--- config.mk ---
export PLATFORM = sky130hd
export DESIGN_NAME = srtc_thr
export DESIGN_NICKNAME = d
export VERILOG_FILES = /design/src/design/srtc_pkg.sv /design/src/design/srtc_thr.sv
export SDC_FILE = /design/constraint.sdc
export NUM_CORES = 2
export LEC_CHECK = 0
export ABC_CLOCK_PERIOD_IN_PS = 22900
export BUFFER_PORTS_ARGS = -buffer_cell sky130_fd_sc_hd__buf_2
export CORE_MARGIN = 5
export CORE_UTILIZATION = 55
export CTS_CLUSTER_SIZE = 20
export DETAILED_ROUTE_END_ITERATION = 6
export GPL_ROUTABILITY_DRIVEN = 0
export PLACE_DENSITY = 0.71
export SLEW_MARGIN = 20
export SYNTH_ARGS = -nofsm -noshare
export SYNTH_HDL_FRONTEND = slang
export SYNTH_SLANG_ARGS = --single-unit
--- constraint.sdc ---
create_clock -name clk -period 22.9 [get_ports clk]
set_input_delay 1.145 -clock clk [delete_from_list [all_inputs] [get_ports clk]]
set_output_delay 1.145 -clock clk [all_outputs]
set_load 0.005 [all_outputs]
--- src/design/srtc_pkg.sv ---
// ----------------------------------------------------------------------------
// srtc_pkg: shared types and constants for the stick rate and throttle curve
// Register layout, pipeline control bundle and the fixed-point constants used
// by the axis and throttle datapaths.
// ----------------------------------------------------------------------------
package srtc_pkg;

  localparam int NUM_STAGES = 17;
  localparam int SETUP_W    = 35;
  localparam int CFG_IDX_W  = 3;

  typedef enum logic [CFG_IDX_W-1:0] {
    REG_ROLL_SETUP  = 3'd0,
    REG_PITCH_SETUP = 3'd1,
    REG_YAW_SETUP   = 3'd2,
    REG_THR_EXPO    = 3'd3,
    REG_THR_LIMIT   = 3'd4
  } cfg_reg_t;

  typedef struct packed {
    logic [11:0] limit;
    logic [6:0]  expo;
    logic [7:0]  max_rate;
    logic [7:0]  center;
  } rate_setup_t;

  typedef struct packed {
    logic [7:0] expo;
    logic [6:0] pct;
  } thr_setup_t;

  typedef struct packed {
    logic [NUM_STAGES-1:0] load;
  } pipe_ctl_t;

  localparam rate_setup_t SETUP_RESET   = 35'd16760438884;
  localparam logic [7:0]  THR_EXPO_RST  = 8'd0;
  localparam logic [6:0]  THR_PCT_RST   = 7'd100;

  // Q30 arithmetic
  localparam logic [30:0] Q30_ONE  = 31'd1073741824;
  localparam logic [30:0] Q30_HALF = 31'd536870912;

  // floor(n/25) for n <= 2^28: floor(2^29/25), then one correction step
  localparam logic [24:0] DIV25_M       = 25'd21474836;
  localparam logic [6:0]  DIV100        = 7'd100;
  // exact floor(n/25) for n < 4096: ceil(2^17/25)
  localparam logic [12:0] DIV25_SMALL_M = 13'd5243;
  // rounding offsets for the expo factor (non-negative / negative numerator)
  localparam logic [13:0] EXPO_RND_POS  = 14'd49;
  localparam logic [13:0] EXPO_RND_NEG  = 14'd50;
  localparam logic [37:0] EXPO_SIGN_LIM = 38'd107374182400;

  // throttle: floor(n/6375) for n < 2^28 via floor(2^28/6375) and a correction
  localparam logic [29:0] THR_HALF      = 30'd12750;
  localparam logic [29:0] THR_CAP       = 30'd835609500;
  localparam logic [15:0] DIV6375_M     = 16'd42107;
  localparam logic [12:0] THR_DIV       = 13'd6375;
  localparam logic [15:0] THR_POS_MAX   = 16'd32767;
  localparam logic [15:0] THR_NEG_MAX   = 16'd32768;

endpackage

--- src/design/srtc_thr.sv ---
// ----------------------------------------------------------------------------
// srtc_thr: throttle curve and scaling
// Computes x*(255*S - a*(S-|x|))*p / (25500*S) in eight stages, then carries
// the result so it lines up with the axis pipelines.
// ----------------------------------------------------------------------------
module srtc_thr #(
  parameter int STICK_FRAC_BITS = 14
) (
  input  logic                 clk,
  input  srtc_pkg::pipe_ctl_t  ctl,
  input  srtc_pkg::thr_setup_t setup,
  input  logic signed [15:0]   stick,
  output logic signed [15:0]   throttle
);
  import srtc_pkg::*;

  localparam int SBIG = (STICK_FRAC_BITS > 15) ? STICK_FRAC_BITS : 15;
  localparam int SDW  = SBIG + 2;
  localparam int PRW  = SDW + 9;
  localparam int WW   = SBIG + 8;
  localparam int NW   = 23 + WW;
  localparam int NSW  = NW - STICK_FRAC_BITS;
  localparam logic signed [SDW-1:0] S_FULL = SDW'(64'd1 << STICK_FRAC_BITS);
  localparam logic signed [PRW-1:0] W_TOP  = PRW'(64'd255 << STICK_FRAC_BITS);

  logic [NUM_STAGES-1:0] ld;
  assign ld = ctl.load;

  logic [15:0]           tax_r;
  logic                  tneg_p [0:6];
  logic signed [SDW-1:0] sdiff_r;
  logic signed [PRW-1:0] prod_r;
  logic [22:0]           axp_p [1:2];
  logic [WW-1:0]         w_r;
  logic [NW-1:0]         n_r;
  logic [29:0]           n1_r;
  logic [27:0]           nq_r;
  logic [15:0]           qe_r, q_r;
  logic signed [15:0]    res_p [7:16];

  // Stage 0: magnitude and S - |x| (may be negative beyond full deflection).
  logic [15:0] tax_nxt;
  assign tax_nxt = stick[15] ? 16'(-stick) : 16'(stick);

  always_ff @(posedge clk) begin
    if (ld[0]) begin
      tax_r     <= tax_nxt;
      tneg_p[0] <= stick[15];
      sdiff_r   <= S_FULL - $signed({{(SDW-16){1'b0}}, tax_nxt});
    end
    for (int s = 1; s <= 6; s++) begin
      if (ld[s]) tneg_p[s] <= tneg_p[s-1];
    end
  end

  // Stages 1 to 3: shaped weight w and the product |x|*p*w.
  logic signed [PRW-1:0] w_full;
  assign w_full = W_TOP - prod_r;

  always_ff @(posedge clk) begin
    if (ld[1]) begin
      prod_r   <= PRW'($signed({1'b0, setup.expo})) * PRW'(sdiff_r);
      axp_p[1] <= 23'(tax_r) * 23'(setup.pct);
    end
    if (ld[2]) begin
      w_r      <= w_full[WW-1:0];
      axp_p[2] <= axp_p[1];
    end
    if (ld[3]) n_r <= NW'(axp_p[2]) * NW'(w_r);
  end

  // Stage 4: drop the stick scale, add half the divisor, cap where the
  // quotient saturates anyway.
  logic [NSW:0] nsum;
  assign nsum = (NSW+1)'(n_r[NW-1:STICK_FRAC_BITS]) + (NSW+1)'(THR_HALF);

  // Stages 5 and 6: divide by 25500 as a shift by two and a reciprocal.
  logic [43:0] qprod;
  logic [29:0] rem_full;
  logic [13:0] rem;
  assign qprod    = 44'(n1_r[29:2]) * 44'(DIV6375_M);
  assign rem_full = 30'(nq_r) - 30'(qe_r) * 30'(THR_DIV);
  assign rem      = rem_full[13:0];

  // Stage 7: sign and saturation to the 16-bit range.
  logic signed [15:0] res_nxt;
  always_comb begin
    if (!tneg_p[6]) begin
      res_nxt = (q_r > THR_POS_MAX) ? $signed(THR_POS_MAX) : $signed(q_r);
    end else begin
      res_nxt = (q_r > THR_NEG_MAX) ? $signed(THR_NEG_MAX) : $signed(16'(16'd0 - q_r));
    end
  end

  always_ff @(posedge clk) begin
    if (ld[4]) n1_r <= (nsum > (NSW+1)'(THR_CAP)) ? THR_CAP : nsum[29:0];
    if (ld[5]) begin
      qe_r <= qprod[43:28];
      nq_r <= n1_r[29:2];
    end
    if (ld[6]) q_r <= (rem >= 14'(THR_DIV)) ? qe_r + 16'd1 : qe_r;
    if (ld[7]) res_p[7] <= res_nxt;
    for (int s = 8; s <= 16; s++) begin
      if (ld[s]) res_p[s] <= res_p[s-1];
    end
  end

  assign throttle = res_p[16];

endmodule

# Word-level counts from Yosys, hierarchy flattened
# Memory sizes are Yosys's and may differ from the RTL's.
# Index checks and enable logic that the tools add are counted.
[totals] regBits=201 mem_bits_rw=213 input_bits=49 output_inout_bits=16 word_cells=67 mem_count=3
[memory_table] memory="res_p" words=10 word_bits=16 read_ports=10 rd_clocked_by_memory_dff=0 write_ports=10 line_no="srtc_thr.sv:39" text="logic signed [15:0] res_p [7:16];"
[memory_table] memory="axp_p" words=2 word_bits=23 read_ports=2 rd_clocked_by_memory_dff=0 write_ports=2 line_no="srtc_thr.sv:33" text="logic [22:0] axp_p [1:2];"
[memory_table] memory="tneg_p" words=7 word_bits=1 read_ports=7 rd_clocked_by_memory_dff=0 write_ports=7 line_no="srtc_thr.sv:30" text="logic tneg_p [0:6];"
[op_classes] addsub=7 multipliers=5 magnitude_cmp=4 n_mux=39
[op_table] op="two-way mux 16 bit" n=5
[op_table] op="multiplier 23 x 23 -> 46 bit" n=1
[op_table] op="multiplier 28 x 16 -> 44 bit (second input constant)" n=1
[op_table] op="two-way mux 1 bit" n=34
[op_table] op="adder 32 x 14 -> 33 bit (second input constant)" n=1
[op_table] op="greater-than comparator 33 x 30 -> 1 bit (second input constant)" n=1
[op_table] op="multiplier 16 x 7 -> 23 bit" n=1
[op_table] op="multiplier 9 x 17 -> 23 bit" n=1
[op_table] op="subtractor 23 bit (first input constant)" n=1
[op_table] op="subtractor 15 x 16 -> 17 bit (first input constant)" n=1
[op_table] op="adder 16 x 1 -> 16 bit (second input constant)" n=1
[op_table] op="greater-than comparator 16 x 15 -> 1 bit (second input constant)" n=1
[op_table] op="greater-than comparator 16 bit (second input constant)" n=1
[op_table] op="multiplier 16 x 13 -> 14 bit (second input constant)" n=1
[op_table] op="negation 16 bit" n=1
[op_table] op="subtractor 1 x 16 -> 16 bit (first input constant)" n=1
[op_table] op=">= comparator 14 x 13 -> 1 bit (second input constant)" n=1
[op_table] op="subtractor 14 bit" n=1

# Logic depth before layout (Yosys ltp)
[logic_depth] word_depth=4 mapped_depth=29 mapped_depth_nobuf=28

# Least setup slack after synthesis
# OpenSTA, ideal clock, no wires.
[synth_timing] path_type="register to register" from="reg w_r[22]" to="reg n_r[45], data pin" setup_time_ps=260 arrival_time_ps=6975 required_time_ps=22640 path_slack_ps=15665 stages_incl_launch_ff=26 synth_period_minus_slack_ps=7235 path_cell_list="edfxtp_1 -> clkbuf_1 -> and2_1 -> fa_1 -> inv_1 -> fa_1 -> inv_1 -> fa_1 -> fa_1 -> fa_1 -> fa_1 -> inv_1 -> fa_1 -> inv_1 -> ha_1 -> a21o_1 -> a41oi_1 -> o21bai_1 -> a21oi_1 -> nor3b_1 -> a21oi_1 -> a2111oi_2 -> o21ai_0 -> nor4_1 -> nor3_1 -> xnor2_1"
[synth_via] elab_chain_len=1
[synth_lines] element="start: declaration" line_no="srtc_thr.sv:34" text="logic [WW-1:0] w_r;"
[synth_lines] element="start signal: assignment" line_no="srtc_thr.sv:66" text="w_r <= w_full[WW-1:0];"
[synth_lines] element="multiplier 23 x 23 -> 46 bit" line_no="srtc_thr.sv:69" text="if (ld[3]) n_r <= NW'(axp_p[2]) * NW'(w_r);"
[synth_lines] element="end signal: assignment" line_no="srtc_thr.sv:69"
[synth_lines] element="end: declaration" line_no="srtc_thr.sv:35" text="logic [NW-1:0] n_r;"
# Every way passes these cells.
# A chain may end at the register's enable or synchronous reset.

==> summary.json <==
{
  "clock_tree": {
    "clockRootBuffer": "clkbuf_16",
    "cts-hold-fix-buffers": 0,
    "clock_sinks": 397,
    "clock_slew_at_the_register_clock_pins_of_the_worst_setup_and_hold_paths_ps": 60,
    "clkLatencyLatePin_ps": 610,
    "tritoncts": "done",
    "total_cts_buffers": 45,
    "htree_levels": 2,
    "cts_setup_buffers": 0,
    "clockBufferDepth": 3,
    "cts_resized": 0
  },
  "setup_path": {
    "crit_path_end_kind": "flop",
    "critical-path-max-stage-delay_ps": 1000,
    "worst_path_max_delay_cell": "edfxtp_1",
    "critical_path_required_ps": 23240,
    "critical_path.top_delay_family": "adder cells",
    "path_max_fanout": 23,
    "worst-r2r-cell-count": 25,
    "critPathKind": "flop to flop",
    "crit_path_frequent_cell": "fa_1",
    "timing.critical_path.from_type": "flop",
    "path_depth": 25,
    "critical_path_buf_inv_count": 4,
    "critical_path_arrival_ps": 8760
  },
  "floorplanning": {
    "initial_utilization_pct": 55.2,
    "chipWidth_um": 308,
    "die_area_um2": 94700,
    "chipHeight_um": 308,
    "io_pins": 65,
    "floorplan.rows": 109,
    "area_of_the_core_um2": 88200
  },
  "yosys": {
    "ys.warnings.count": 0,
    "seq_area_frac_synth_pct": 24.5,
    "synth-async-reset-ratio_pct": 0,
    "postSynthAreaPerCell_um2": 10.5,
    "synth_top_area_share_pct": 33.3,
    "synth_top_flop_cell": "edfxtp_1",
    "synthesis.area_um2": 48700,
    "synth_cells": 4652,
    "count_of_state_elements_after_synthesis": 397,
    "synth.largest_area_cell": "fa_1",
    "post_synth_main_area_contributors": "fa_1, edfxtp_1, ha_1, inv_1, and2_1",
    "synth.lib_cells_used.distinct": 69,
    "number_of_enable_type_register_cells_in_the_synthesized_netlist": 397,
    "syn-num-nets": 6014
  },
  "finish": {
    "multi_input_area_um2": 32000,
    "area_added_between_synthesis_and_finish_pct": 5.72,
    "register_cell_area_after_layout_um2": 11900,
    "final.fill_count": 7403,
    "finalNetCount": 5989,
    "final_common_cell": "inv_1",
    "most-common-layout-cells": "inv_1, fa_1, nand2_1, ha_1, edfxtp_1",
    "final_layout_size_suffix_gt1_share_pct": 3.39,
    "finalInstanceArea_um2": 51500
  },
  "route": {
    "drc_errors": 0,
    "detailedRoute.firstPassIterationCount": 5,
    "route.final.wire_length_um": 99000,
    "drt.antenna.violating_nets": 0,
    "drt-vias-per-instance": 5.23,
    "routedWlPerCell_um": 17.0,
    "vias": 30462,
    "first_iter_violations": 1534
  },
  "placed_design": {
    "place_hpwl_um": 80600,
    "port_buffers": 64,
    "dpl-instance-area_um2": 50000
  },
  "timing": {
    "final-hold-violation-count": 0,
    "maxSlewViolCount": 0,
    "setup_viol_count_final": 0,
    "final_period_minus_worst_setup_slack_ps": 8430,
    "finalClockSkew_ps": 28.2,
    "setup_repair_after_global_routing_missed_its_margin": "false",
    "worstMarginPinSlew_ps": 1070,
    "timing.setup.tns_ps": 0,
    "post-route-period-util_pct": 36.8,
    "max_freq_ghz": 0.119,
    "maxSlewHeadroom_pct": 29.0
  },
  "min_path": {
    "timing.hold.worst.class": "flop to flop",
    "worst_hold_path.num_cells": 0
  },
  "grt": {
    "grt_overflow_total": 0,
    "groute.usage.overall_pct": 21.8,
    "grt_pass1_wl_um": 167000,
    "grt_pass1_vias": 32719,
    "grt_start_max_net_pins": 48,
    "antenna_violations_before_repair": 1
  },
  "run": {
    "cap_violations": 0
  },
  "outcome": {
    "outcome": "completed"
  }
}
-- Yosys cell counts, types with 18 or more instances --
| cell | n |
|---|---|
| inv_1 | 1120 |
| fa_1 | 812 |
| nand2_1 | 525 |
| ha_1 | 501 |
| edfxtp_1 | 397 |
| and2_1 | 376 |
| xnor2_1 | 138 |
| clkbuf_1 | 122 |
| nor2_1 | 90 |
| a21oi_1 | 76 |
| o21ai_0 | 57 |
| xor2_1 | 56 |
| nor3_1 | 52 |
| nand3_1 | 36 |
| or3_1 | 25 |
| a21o_1 | 24 |
| o21a_1 | 18 |
-- final timing paths --
kind | startpoint | end | slack, ps
setup / recovery | axp_p[2][11]$_DFFE_PP_ | n_r[45]$_DFFE_PP_ | 14470
setup reg to reg | axp_p[2][11]$_DFFE_PP_ | n_r[45]$_DFFE_PP_ | 14470
hold / removal | tneg_p[3]$_DFFE_PP_ | tneg_p[4]$_DFFE_PP_ | 390
hold reg to reg | tneg_p[3]$_DFFE_PP_ | tneg_p[4]$_DFFE_PP_ | 390
-- worst reg2reg max path: stages (launching register included) --
cell	delay (ps)
edfxtp_1	1000
and2_1	270
fa_1	450
fa_1	520
inv_1	50
fa_1	480
fa_1	600
inv_1	80
fa_1	500
fa_1	490
inv_1	50
fa_1	470
inv_1	40
ha_1	310
a21o_1	170
a21o_1	170
a21oi_1	200
o211a_1	310
a21oi_1	170
o2111ai_1	350
a21oi_1	220
a2111oi_2	540
o21ai_0	260
nor4_1	230
nor3_1	110
xnor2_1	130
-- stage by stage --
step	hold slack, ps	utilization, %	std cells	setup slack (ps)
2_1_floorplan	400	-	4652	15670
3_3_place_gp	401	56.6	5745	14610
3_5_place_dp	405	56.6	5745	14480
4_1_cts	389	58.4	5828	14470
5_1_grt	402	58.4	5828	14060
6_report	393	58.4	5829	14470
-- registers in the layout, indices dropped and copies added (netlist names) --
register / flops
w_r: 23
axp_p: 46
q_r: 16
n1_r: 28
nq_r: 14
qe_r: 16
tneg_p: 7
tax_r: 16
res_p: 160
sdiff_r: 16
prod_r: 23
n_r: 32
-- final cells by class --
cell class                      instances  share of cell area, %
Clock buffer                           52                   2.24
Inverter                             1120                   8.16
Antenna cell                            1                0.00486
Multi-Input combinational cell       2991                   62.1
Tap cell                             1165                   2.83
Clock inverter                         31                  0.794
Timing Repair Buffer                   72                  0.738
Sequential cell                       397                   23.1
-- layer usage --
layer,GRT usage (%),vias up,routed length [um]
li1,-,14253,-
met1,28.7,15337,41100
met2,37.6,722,49000
met3,3.69,150,5690
met4,6.38,0,3200
met5,0,-,0
-- cells by family after synthesis --
| logic type | synth area share, % |
|---|---|
| flops | 24.5 |
| mux | 0.0667 |
| simple gates | 12.1 |
| fa+ha+maj | 46.2 |
| buf+inv | 9.88 |
| compound gates | 3.80 |
| xor+xnor | 3.49 |
Power is not shown: default switching activity piles up to over one toggle a cycle in this logic, so the estimate is an artifact.
