### config.mk
export PLATFORM = sky130hd
export DESIGN_NAME = srtc_cfg
export DESIGN_NICKNAME = d
export VERILOG_FILES = /design/src/design/srtc_pkg.sv /design/src/design/srtc_cfg.sv
export SDC_FILE = /design/constraint.sdc
export NUM_CORES = 1
export LEC_CHECK = 0
export ABC_AREA = 1
export BUFFER_PORTS_ARGS = -buffer_cell sky130_fd_sc_hd__buf_2
export CAP_MARGIN = 20
export CORE_ASPECT_RATIO = 0.8
export CORE_MARGIN = 2
export CORE_UTILIZATION = 23
export CTS_BUF_LIST = sky130_fd_sc_hd__clkbuf_8
export CTS_CLUSTER_SIZE = 8
export DETAILED_ROUTE_END_ITERATION = 10
export SYNTH_ARGS = -nofsm -noshare
export SYNTH_HDL_FRONTEND = slang
export SYNTH_SLANG_ARGS = --single-unit
### constraint.sdc
create_clock -name clk -period 0.9 [get_ports clk]
set_input_delay 0 -clock clk [delete_from_list [all_inputs] [get_ports clk]]
set_output_delay 0 -clock clk [all_outputs]
set_load 0.05 [all_outputs]
### src/design/srtc_pkg.sv
// ----------------------------------------------------------------------------
// srtc_pkg: shared types and constants for the stick rate and throttle curve
// Register layout, pipeline control bundle and the fixed-point constants used
// by the axis and throttle datapaths.
// ----------------------------------------------------------------------------
package srtc_pkg;

  localparam int NUM_STAGES = 17;
  localparam int SETUP_W    = 35;
  localparam int CFG_IDX_W  = 3;

  typedef enum logic [CFG_IDX_W-1:0] {
    REG_ROLL_SETUP  = 3'd0,
    REG_PITCH_SETUP = 3'd1,
    REG_YAW_SETUP   = 3'd2,
    REG_THR_EXPO    = 3'd3,
    REG_THR_LIMIT   = 3'd4
  } cfg_reg_t;

  typedef struct packed {
    logic [11:0] limit;
    logic [6:0]  expo;
    logic [7:0]  max_rate;
    logic [7:0]  center;
  } rate_setup_t;

  typedef struct packed {
    logic [7:0] expo;
    logic [6:0] pct;
  } thr_setup_t;

  typedef struct packed {
    logic [NUM_STAGES-1:0] load;
  } pipe_ctl_t;

  localparam rate_setup_t SETUP_RESET   = 35'd16760438884;
  localparam logic [7:0]  THR_EXPO_RST  = 8'd0;
  localparam logic [6:0]  THR_PCT_RST   = 7'd100;

  // Q30 arithmetic
  localparam logic [30:0] Q30_ONE  = 31'd1073741824;
  localparam logic [30:0] Q30_HALF = 31'd536870912;

  // floor(n/25) for n <= 2^28: floor(2^29/25), then one correction step
  localparam logic [24:0] DIV25_M       = 25'd21474836;
  localparam logic [6:0]  DIV100        = 7'd100;
  // exact floor(n/25) for n < 4096: ceil(2^17/25)
  localparam logic [12:0] DIV25_SMALL_M = 13'd5243;
  // rounding offsets for the expo factor (non-negative / negative numerator)
  localparam logic [13:0] EXPO_RND_POS  = 14'd49;
  localparam logic [13:0] EXPO_RND_NEG  = 14'd50;
  localparam logic [37:0] EXPO_SIGN_LIM = 38'd107374182400;

  // throttle: floor(n/6375) for n < 2^28 via floor(2^28/6375) and a correction
  localparam logic [29:0] THR_HALF      = 30'd12750;
  localparam logic [29:0] THR_CAP       = 30'd835609500;
  localparam logic [15:0] DIV6375_M     = 16'd42107;
  localparam logic [12:0] THR_DIV       = 13'd6375;
  localparam logic [15:0] THR_POS_MAX   = 16'd32767;
  localparam logic [15:0] THR_NEG_MAX   = 16'd32768;

endpackage

### src/design/srtc_cfg.sv
// ----------------------------------------------------------------------------
// srtc_cfg: configuration register file
// Holds the three axis setups and the throttle curve settings.
// ----------------------------------------------------------------------------
module srtc_cfg (
  input  logic                                 clk,
  input  logic                                 rst_n,
  input  logic                                 cfg_we,
  input  logic [srtc_pkg::CFG_IDX_W-1:0]       cfg_index,
  input  logic [srtc_pkg::SETUP_W-1:0]         cfg_wdata,
  output srtc_pkg::rate_setup_t                roll_setup,
  output srtc_pkg::rate_setup_t                pitch_setup,
  output srtc_pkg::rate_setup_t                yaw_setup,
  output srtc_pkg::thr_setup_t                 thr_setup
);
  import srtc_pkg::*;

  rate_setup_t roll_r, roll_nxt, pitch_r, pitch_nxt, yaw_r, yaw_nxt;
  thr_setup_t  thr_r, thr_nxt;

  always_comb begin
    roll_nxt  = roll_r;
    pitch_nxt = pitch_r;
    yaw_nxt   = yaw_r;
    thr_nxt   = thr_r;
    if (cfg_we) begin
      case (cfg_reg_t'(cfg_index))
        REG_ROLL_SETUP:  roll_nxt     = rate_setup_t'(cfg_wdata);
        REG_PITCH_SETUP: pitch_nxt    = rate_setup_t'(cfg_wdata);
        REG_YAW_SETUP:   yaw_nxt      = rate_setup_t'(cfg_wdata);
        REG_THR_EXPO:    thr_nxt.expo = cfg_wdata[7:0];
        REG_THR_LIMIT:   thr_nxt.pct  = cfg_wdata[6:0];
        default: ;
      endcase
    end
  end

  always_ff @(posedge clk) begin
    if (!rst_n) begin
      roll_r   <= SETUP_RESET;
      pitch_r  <= SETUP_RESET;
      yaw_r    <= SETUP_RESET;
      thr_r    <= '{expo: THR_EXPO_RST, pct: THR_PCT_RST};
    end else begin
      roll_r   <= roll_nxt;
      pitch_r  <= pitch_nxt;
      yaw_r    <= yaw_nxt;
      thr_r    <= thr_nxt;
    end
  end

  assign roll_setup  = roll_r;
  assign pitch_setup = pitch_r;
  assign yaw_setup   = yaw_r;
  assign thr_setup   = thr_r;

endmodule

# Word-level counts from Yosys, hierarchy flattened
# Index checks and enable logic that the tools add are counted.
dict set report totals {
  ff_bits 120
  latch_bits 0
  ramBits 0
  rom_bits 0
  in_bits 41
  output_inout_bits 120
  elab_cells 24
  mem_count 0
}
dict set report op_classes {
  n_addsub 0
  n_mul 0
  div_mod_pow 0
  magnitude_cmp 0
  eq_ne 4
  shift 0
  n_mux 0
  bitwise_logic 0
  reduce_logical 6
}
# operator n
set op_table {}
lappend op_table {{$reduce_and A2 Y1} 5}
lappend op_table {{$eq A3 B2 Y1 const B} 2}
lappend op_table {{$eq A3 B1 Y1 const B} 1}
lappend op_table {{$eq A3 B3 Y1 const B} 1}
lappend op_table {{$logic_not A3 Y1} 1}

# Logic depth before layout (Yosys ltp)
# Gate-level depths: netlist (run 1).
dict set report depth {
  ltp_word 2
  depth_mapped 7
  mapped_depth_nobuf 5
}

# Least setup slack after synthesis (run 1)
# Ideal clock, no wire load.
dict set report synth_path {
  kind {reg2reg}
  from {register, netlist name pitch_setup[0]}
  to {register pitch_r (netlist bit pitch_setup[0])}
  setup_ns 0.064
  t_arrival_ns 0.794
  required_time_ns 0.836
  path_slack_ns 0.042
  path_stages_with_launch 3
  n_path_buf 0
  period_less_slack_ns 0.858
  path_cell_list {dfxtp_1 -> nor2_1 -> nor2_1}
}
# item line_no
set synth_rtl {}
lappend synth_rtl {{end signal, assigned} srtc_cfg.sv:46} ;# pitch_r <= pitch_nxt;
lappend synth_rtl {{end, declared} srtc_cfg.sv:18} ;# rate_setup_t roll_r, roll_nxt, pitch_r, pitch_nxt, yaw_r, yaw_nxt;

# Final worst setup path (run 1)
dict set report layout_path {
  from {register yaw_r (netlist bit yaw_setup[28])}
  to {output yaw_setup[28] (netlist bit)}
}
# item line_no
set layout_rtl {}
lappend layout_rtl {{start, declared} srtc_cfg.sv:18}
lappend layout_rtl {{start signal, assigned} srtc_cfg.sv:47} ;# yaw_r <= yaw_nxt;
lappend layout_rtl {{end, declared} srtc_cfg.sv:13} ;# output srtc_pkg::rate_setup_t yaw_setup,
# No word-level cell between the ends.

==> results of run 1 <==
-- through the flow --
stage	util	power [mW]	setup slack, ns
4_1_cts	0.399	13.1	-0.0884
3_3_place_gp	0.300	7.61	-0.0607
3_5_place_dp	0.300	7.62	-0.0908
6_report	0.408	13.0	-0.0443
5_1_grt	0.408	13.6	-0.110
2_1_floorplan	-	7.00	0.0418
-- area by class of cell --
type	count	area, um^2
fillers	2000	11800
inverters	33	124
clock buffers	21	289
clock inverters	10	103
multi-input cells	463	1950
flip-flops and latches	120	2560
repair buffers	229	2770
diodes	1	2.50
well taps	264	330
-- power by group through the flow --
stage / Sequential [mW] / Combinational (mW) / Clock [mW]
after global routing: 5.72 / 2.57 / 5.28
after detailed placement: 5.71 / 1.90 / 0
after global placement: 5.71 / 1.90 / 0
after floorplan: 6.36 / 0.638 / 0
final: 5.70 / 2.40 / 4.89
after CTS: 5.70 / 2.34 / 5.05
-- final timing paths --
| kind | start | to | slack [ns] |
|---|---|---|---|
| setup / recovery | yaw_setup[28]$_SDFFE_PN0P_ | yaw_setup[28] | -0.04 |
| hold / removal | cfg_we | thr_setup[6]$_SDFFE_PN1P_ | 0.1 |
| setup reg to reg | yaw_setup[16]$_SDFFE_PN0P_ | yaw_setup[16]$_SDFFE_PN0P_ | 0.08 |
| hold reg to reg | roll_setup[29]$_SDFFE_PN1P_ | roll_setup[29]$_SDFFE_PN1P_ | 0.48 |
-- what timing repair did --
item	CTS	global route
gates cloned	0	0
hold endpoints to repair	120	0
hold buffers	36	0
endpoints found under the setup margin	120	120
resized for setup	439	35
buffers inserted	2	6
-- state kept, by name, summed over array words and instances, names as in the netlist --
signal	count
thr_setup	15
yaw_setup	35
pitch_setup	35
roll_setup	35
-- placed cells by master, fill, tap and decap left out, drive strengths merged, types with 2 or more instances in the layout --
cell type and instances:
clkbuf 21, nand3 120, nand2 166, dfxtp 120, buf 193, clkinv 4, dlygate4sd3 36, nor2 177
bufinv 2, inv 35, clkinvlp 2
-- cells by family after synthesis --
logic type             Yosys count
DFF                            120
and+or+nand+nor                463
buffers and inverters           74
-- per-layer routing --
layer | wire length (um) | global-route usage | vias up
met5 | 0 | 0 | -
met4 | 311 | 0.0502 | 0
met3 | 1050 | 0.0568 | 22
met2 | 7600 | 0.247 | 133
met1 | 7530 | 0.194 | 2235
li1 | - | - | 2457
==> metrics.md, run 1 <==
| Metric | Value |
|---|---|
| Status | `finished with violations` |
| Synth Instances | `657` |
| Clock share of power | `0.376` |
| Area contributors post-synth | `dfxtp_1 (51%), nor2_1 (14%), nand2_1 (13%)` |
| Vias per cell | `4.25` |
| H-tree depth | `4` |
| Post-route cell area | `8120 um^2` |
| Crit path time final | `0.944 ns` |
| Layout cell share with drive strength beyond 1 | `0.403` |
| Commonest cells in the netlist | `nor2_1 (171), nand2_1 (165), dfxtp_1 (120), nand3_1 (120), inv_1 (31)` |
| Antenna-violating nets left | `0` |
| Placer Congestion | `approximately 0.76` |
| Clock slew at reported path FFs | `0.08 ns` |
| Synth Area in XOR/XNOR | `0` |
| Synth Area per Inst | `7.13 um^2` |
| Clk_lat worst skew | `0.42 ns` |
| Fin crit share | `1.05` |
| Crit path cell chain | `buf_8` |
| CTS root buffer | `clkbuf_8` |
| Asr flop ratio synth | `0` |
| Worst hold path cell count | `6` |
| Max FO, Critical Path | `2` |
| Number of remaining DRC errors | `0` |
| Area growth syn-to-layout | `73.4%` |
| RSZ-0062 raised after global routing | `true` |
| Sequential fraction of the synthesis area | `0.513` |
| Critical path buffers and inverters | `1` |
| Final hold vios | `0` |
| Yosys cell types | `14` |
| Most frequent cell after synthesis | `nor2_1` |
| P_leak | `3.68 nW` |
| Peak VDD IR | `0.778 mV` |
| Mapped Area | `~4700 um^2` |
| Main combinational cell family by area after synthesis | `simple AND/OR/NAND/NOR gates` |
| Type of origin of the critical path | `flop` |
| Clock skew | `0 ns` |
| Internal Pwr Total | `9.21 mW` |
| Gr ovfl total | `0` |
| Bufs on Longest Clock Path | `2` |
| Area share of the largest cell type after synthesis | `0.513` |
| Max Cap Viol | `0` |
| Number of synthesized flops with an enable pin | `0` |
| CP max-delay cell | `dfxtp_4` |
| FP Rows | `46` |
| Switching fraction of total power | `0.291` |
| Synth Register Bits | `120` |
| Max Clk Rate | `1060 MHz` |
| Setup TNS | `-3.03 ns` |
| Vias in the first global route | `4762` |
| Post-Synth Simple-Gate Area | `0.412` |
| Post-DP HPWL | `10600 um` |
| Initial antenna violation count | `1` |
| Hold WS | `0.0954 ns` |
| Die X | `164 um` |
| Placed cell area | `5980 um^2` |
| Number of stages on the worst setup path | `1` |
| CP max stage delay | `approximately 0.36 ns` |
| Drt pass-1 iters | `4` |
| Switching power | `between 3 and 4 mW` |
| Critical path type | `flop to output pin` |
| Gr usage total | `0.155` |
| Slew @ Worst Pin | `0.279 ns` |
| Setup Viol. Count Final | `120` |
| Post-synthesis compound-gate area fraction | `0` |
| Final WL | `about 16000 um` |
| Final worst slack | `-0.0443 ns` |
| Top FF cell, synth | `dfxtp_1` |
| Post-synth top area cell | `dfxtp_1` |
| Final cell count without fillers | `~1100` |
| Io pins | `between 150 and 200` |
| CTS Buf Count | `17` |
| # clock sinks | `120` |
| Starting Density | `0.235` |
| Max-slew headroom at the worst pin | `0.814` |
| Register share of total power | `0.439` |
| Failing checks | `setup timing` |
| Number of synthesis warnings | `0` |
| Final-report max-slew violation count | `0` |
| Worst min path class | `primary input to flop` |
| Req. time, crit path | `0.90 ns` |
| CP arrival | `between 0.9 and 1 ns` |
| Routed length per instance | `14.5 um` |
| Core area | `between 15000 and 20000 um^2` |
| Global-route wire length before repair | `25800 um` |
| Adder-cell share of the synthesized area | `0` |
| TritonCTS clock tree | `done` |
| Die height | `about 130 um` |
| Largest net degree at the start of global routing | `49` |
| Placed cell count | `1065` |
| Fraction of synthesized area in multiplexers | `0` |
| Initial drt markers | `approximately 300` |
| CP top delay family | `flip-flops` |
| Pwr dens | `1600 nW/um^2` |
| DIE AREA | `21500 um^2` |
| Syn Nets | `698` |
| Total number of vias | `about 4800` |
| Post-layout nets | `905` |
| Crit end category | `output pin` |
| Logic pwr share | `0.185` |
| Input/output buffers | `160` |
| R2r worst-path depth | `4` |
Note: power is estimated with default switching activity, not from simulation.
==> run 2, diff against run 1 <==
--- a/config.mk
+++ b/config.mk
@@ -11,7 +11,6 @@
 export CORE_ASPECT_RATIO = 0.8
 export CORE_MARGIN = 2
 export CORE_UTILIZATION = 23
-export CTS_BUF_LIST = sky130_fd_sc_hd__clkbuf_8
 export CTS_CLUSTER_SIZE = 8
 export DETAILED_ROUTE_END_ITERATION = 10
 export SYNTH_ARGS = -nofsm -noshare
==> run 2 against run 1 <==
Effect of this change:
- first-iteration DRC count decreased by 4.1%
- global-route usage increased by 0.060 points
- the run still ends with setup timing left
- clock skew unchanged
- highest routed layer unchanged
- clock power increased by 39%
- worst setup slack improved by 0.021 ns
- core utilization increased by 0.93 points
- critical endpoint is now roll_setup[16]
- flip-flop and latch count unchanged
- critical path depth unchanged
- largest power group is now the clock network
- sequential power about the same
- design area increased by 2.3%
==> metrics.md, run 2 (synthesis results as in run 1) <==
| Metric | Value |
|---|---|
| Setup TNS | `-0.635 ns (+2.40 ns)` |
| DIE AREA | `21500 um^2 (unchanged)` |
| Commonest cells after routing, fill and taps aside | `nor2_1 (169), nand2_1 (165), nand3_1 (120)` |
| Max Cap Viol | `0 (unchanged)` |
| Drt pass-1 iters | `5 (+1)` |
| Layout cell share with drive strength beyond 1 | `0.404 (+0.00114)` |
| Global-route wire length before repair | `25800 um (+0.16%)` |
| Post-route cell area | `8310 um^2 (+2.3%)` |
| Clock share of power | `0.455 (+0.079)` |
| Final worst slack | `-0.0230 ns (+0.0212 ns)` |
| CP max stage delay | `0.36 ns (about the same)` |
| Vias per cell | `4.26 (+0.37%)` |
| Crit path time final | `0.923 ns (-0.0212 ns)` |
| CP max-delay cell | `dfxtp_2` |
| Worst min path class | `primary input to flop` |
| Final-report max-slew violation count | `0 (unchanged)` |
| Logic pwr share | `0.161 (-0.024)` |
| P_leak | `3.76 nW (+2.1%)` |
| Largest net degree at the start of global routing | `49 (unchanged)` |
| Type of origin of the critical path | `flop` |
| Routed length per instance | `14.6 um (+1.0%)` |
| Bufs on Longest Clock Path | `2 (unchanged)` |
| Status | `finished with violations` |
| Critical path buffers and inverters | `1 (unchanged)` |
| Max FO, Critical Path | `2 (unchanged)` |
| Post-layout nets | `905 (unchanged)` |
| Setup Viol. Count Final | `91 (-24%)` |
| Switching power | `4.04 mW (+6.7%)` |
| CTS root buffer | `clkbuf_16` |
| CTS Buf Count | `17 (unchanged)` |
| Total number of vias | `4865 (+0.37%)` |
| Area growth syn-to-layout | `77.3%` |
| Gr ovfl total | `0 (unchanged)` |
| Placed cell area | `5980 um^2 (unchanged)` |
| R2r worst-path depth | `4 (unchanged)` |
| Reg2reg end | `yaw_setup[16]$_SDFFE_PN0P_` |
| TritonCTS clock tree | `done` |
| Register share of total power | `0.384 (-0.055)` |
| Worst hold path cell count | `3 (-3)` |
| # clock sinks | `120 (unchanged)` |
| Worst reg2reg setup slack | `0.09 ns (about the same)` |
| CP arrival | `0.92 ns (-0.02 ns)` |
| Input/output buffers | `160 (unchanged)` |
| RSZ-0062 raised after global routing | `true` |
| Final WL | `16700 um (+1.0%)` |
| Clk_lat worst skew | `0.41 ns (about the same)` |
| Clock skew | `0 ns (unchanged)` |
| Crit end category | `output pin` |
| Fill cells | `1982 (-0.90%)` |
| FP Rows | `46 (unchanged)` |
| Die X | `164 um (unchanged)` |
| Io pins | `161 (unchanged)` |
| Worst flop-to-flop path startpoint | `yaw_setup[16]$_SDFFE_PN0P_` |
| Internal Pwr Total | `10.8 mW (+18%)` |
| Number of stages on the worst setup path | `1 (unchanged)` |
| Max Clk Rate | `1080 MHz (+2.3%)` |
| H-tree depth | `4 (unchanged)` |
| HP Start | `rst_n` |
| Failing checks | `setup timing` |
| Crit path cell chain | `buf_8` |
| Sequential cell area | `2560 um^2 (unchanged)` |
| Vias in the first global route | `4780 (+0.38%)` |
| Core area | `19900 um^2 (unchanged)` |
| Peak VDD IR | `0.903 mV (+16%)` |
| Gr usage total | `0.156 (+0.000598)` |
| Max-slew headroom at the worst pin | `0.810 (-0.00421)` |
| Layout Utilization | `0.417 (+0.00930)` |
| Die height | `132 um (unchanged)` |
| Crit. Startpoint | `roll_setup[16]$_SDFFE_PN0P_` |
| Number of remaining DRC errors | `0 (unchanged)` |
| Critical path destination | `roll_setup[16]` |
| Critical path type | `flop to output pin` |
| Starting Density | `0.235 (unchanged)` |
| Final hold vios | `0 (unchanged)` |
| Pwr dens | `1790 nW/um^2 (+12%)` |
| Post-DP HPWL | `10600 um (unchanged)` |
| Slew @ Worst Pin | `0.285 ns (+0.00631 ns)` |
| Clock slew at reported path FFs | `0.05 ns (-0.03 ns)` |
| Req. time, crit path | `0.90 ns (about the same)` |
| Fin crit share | `1.03 (-0.0236)` |
| CP top delay family | `flip-flops` |
| Initial antenna violation count | `1 (unchanged)` |
| Multi-input logic area | `1950 um^2 (unchanged)` |
| Switching fraction of total power | `0.271 (-0.0200)` |
| Initial drt markers | `284 (-4.1%)` |
| Placer Congestion | `0.764 (unchanged)` |
| Final Power | `14.9 mW (+15%)` |
| Commonest non-fill, non-tap cell in the layout | `nor2_1` |
| Antenna-violating nets left | `0 (unchanged)` |
-- run 2: cell count changes in the layout (fill, tap and decap cells not counted), sizes merged --
cell and change:
buf +1, clkbuf +2, dlygate4sd3 -1, inv -2
-- run 2: through the flow --
step / hold WS (ns) / worst slack (ns) / instances
floorplan: 0.113 / 0.0418 / 657
global placement: 0.256 / -0.0607 / 1065
detailed placement: 0.255 / -0.0908 / 1065
CTS: 0.0182 / -0.0490 / 1133
global route: 0.0228 / -0.0626 / 1141
finish: 0.0271 / -0.0230 / 1141
-- run 2: repair_timing --
item / 4_1_cts / 5_1_grt
pin swaps: 0 / 0
setup endpoints to repair: 120 / 120
setup buffers: 2 / 7
endpoints found under the hold margin: 113 / 0
hold buffers: 35 / 0
resized for setup: 439 / 34
-- run 2: area by class of cell --
type	count	area share
Timing Repair Buffer	229	0.332
Sequential cell	120	0.308
Multi-Input combinational cell	463	0.234
Clock buffer	23	0.0588
Tap cell	264	0.0398
Inverter	33	0.0149
Clock inverter	8	0.0114
Antenna cell	1	0.000301
-- run 2: worst reg2reg max path, stage by stage (launching register included) --
cell and delay (ns):
dfxtp_2 0.32, buf_4 0.13, buf_4 0.12, nor2_1 0.09
nor2_1 0.05
-- run 2: metal layers --
metal / vias to the layer above / routed length [um] / GRT usage
li1: 2458 / - / -
met1: 2228 / 7540 / 0.193
met2: 153 / 7660 / 0.246
met3: 26 / 1160 / 0.0584
met4: 0 / 304 / 0.0546
met5: - / 0 / 0
-- run 2: worst min-delay path by stage --
stage,end,slack [ns]
finish,thr_setup[6]$_SDFFE_PN1P_,0.03
global route,thr_setup[6]$_SDFFE_PN1P_,0.02
CTS,thr_setup[6]$_SDFFE_PN1P_,0.02
detailed placement,roll_setup[31]$_SDFFE_PN1P_,0.25
global placement,roll_setup[31]$_SDFFE_PN1P_,0.26
floorplan,pitch_setup[24]$_SDFFE_PN1P_,0.11
-- run 2: power by group through the flow --
stage          sequential (mW)  combinational [mW]  clock (mW)
2_1_floorplan             6.36               0.638           0
3_3_place_gp              5.71                1.90           0
3_5_place_dp              5.71                1.90           0
4_1_cts                   5.71                2.34        6.94
5_1_grt                   5.73                2.56        7.18
6_report                  5.71                2.40        6.78
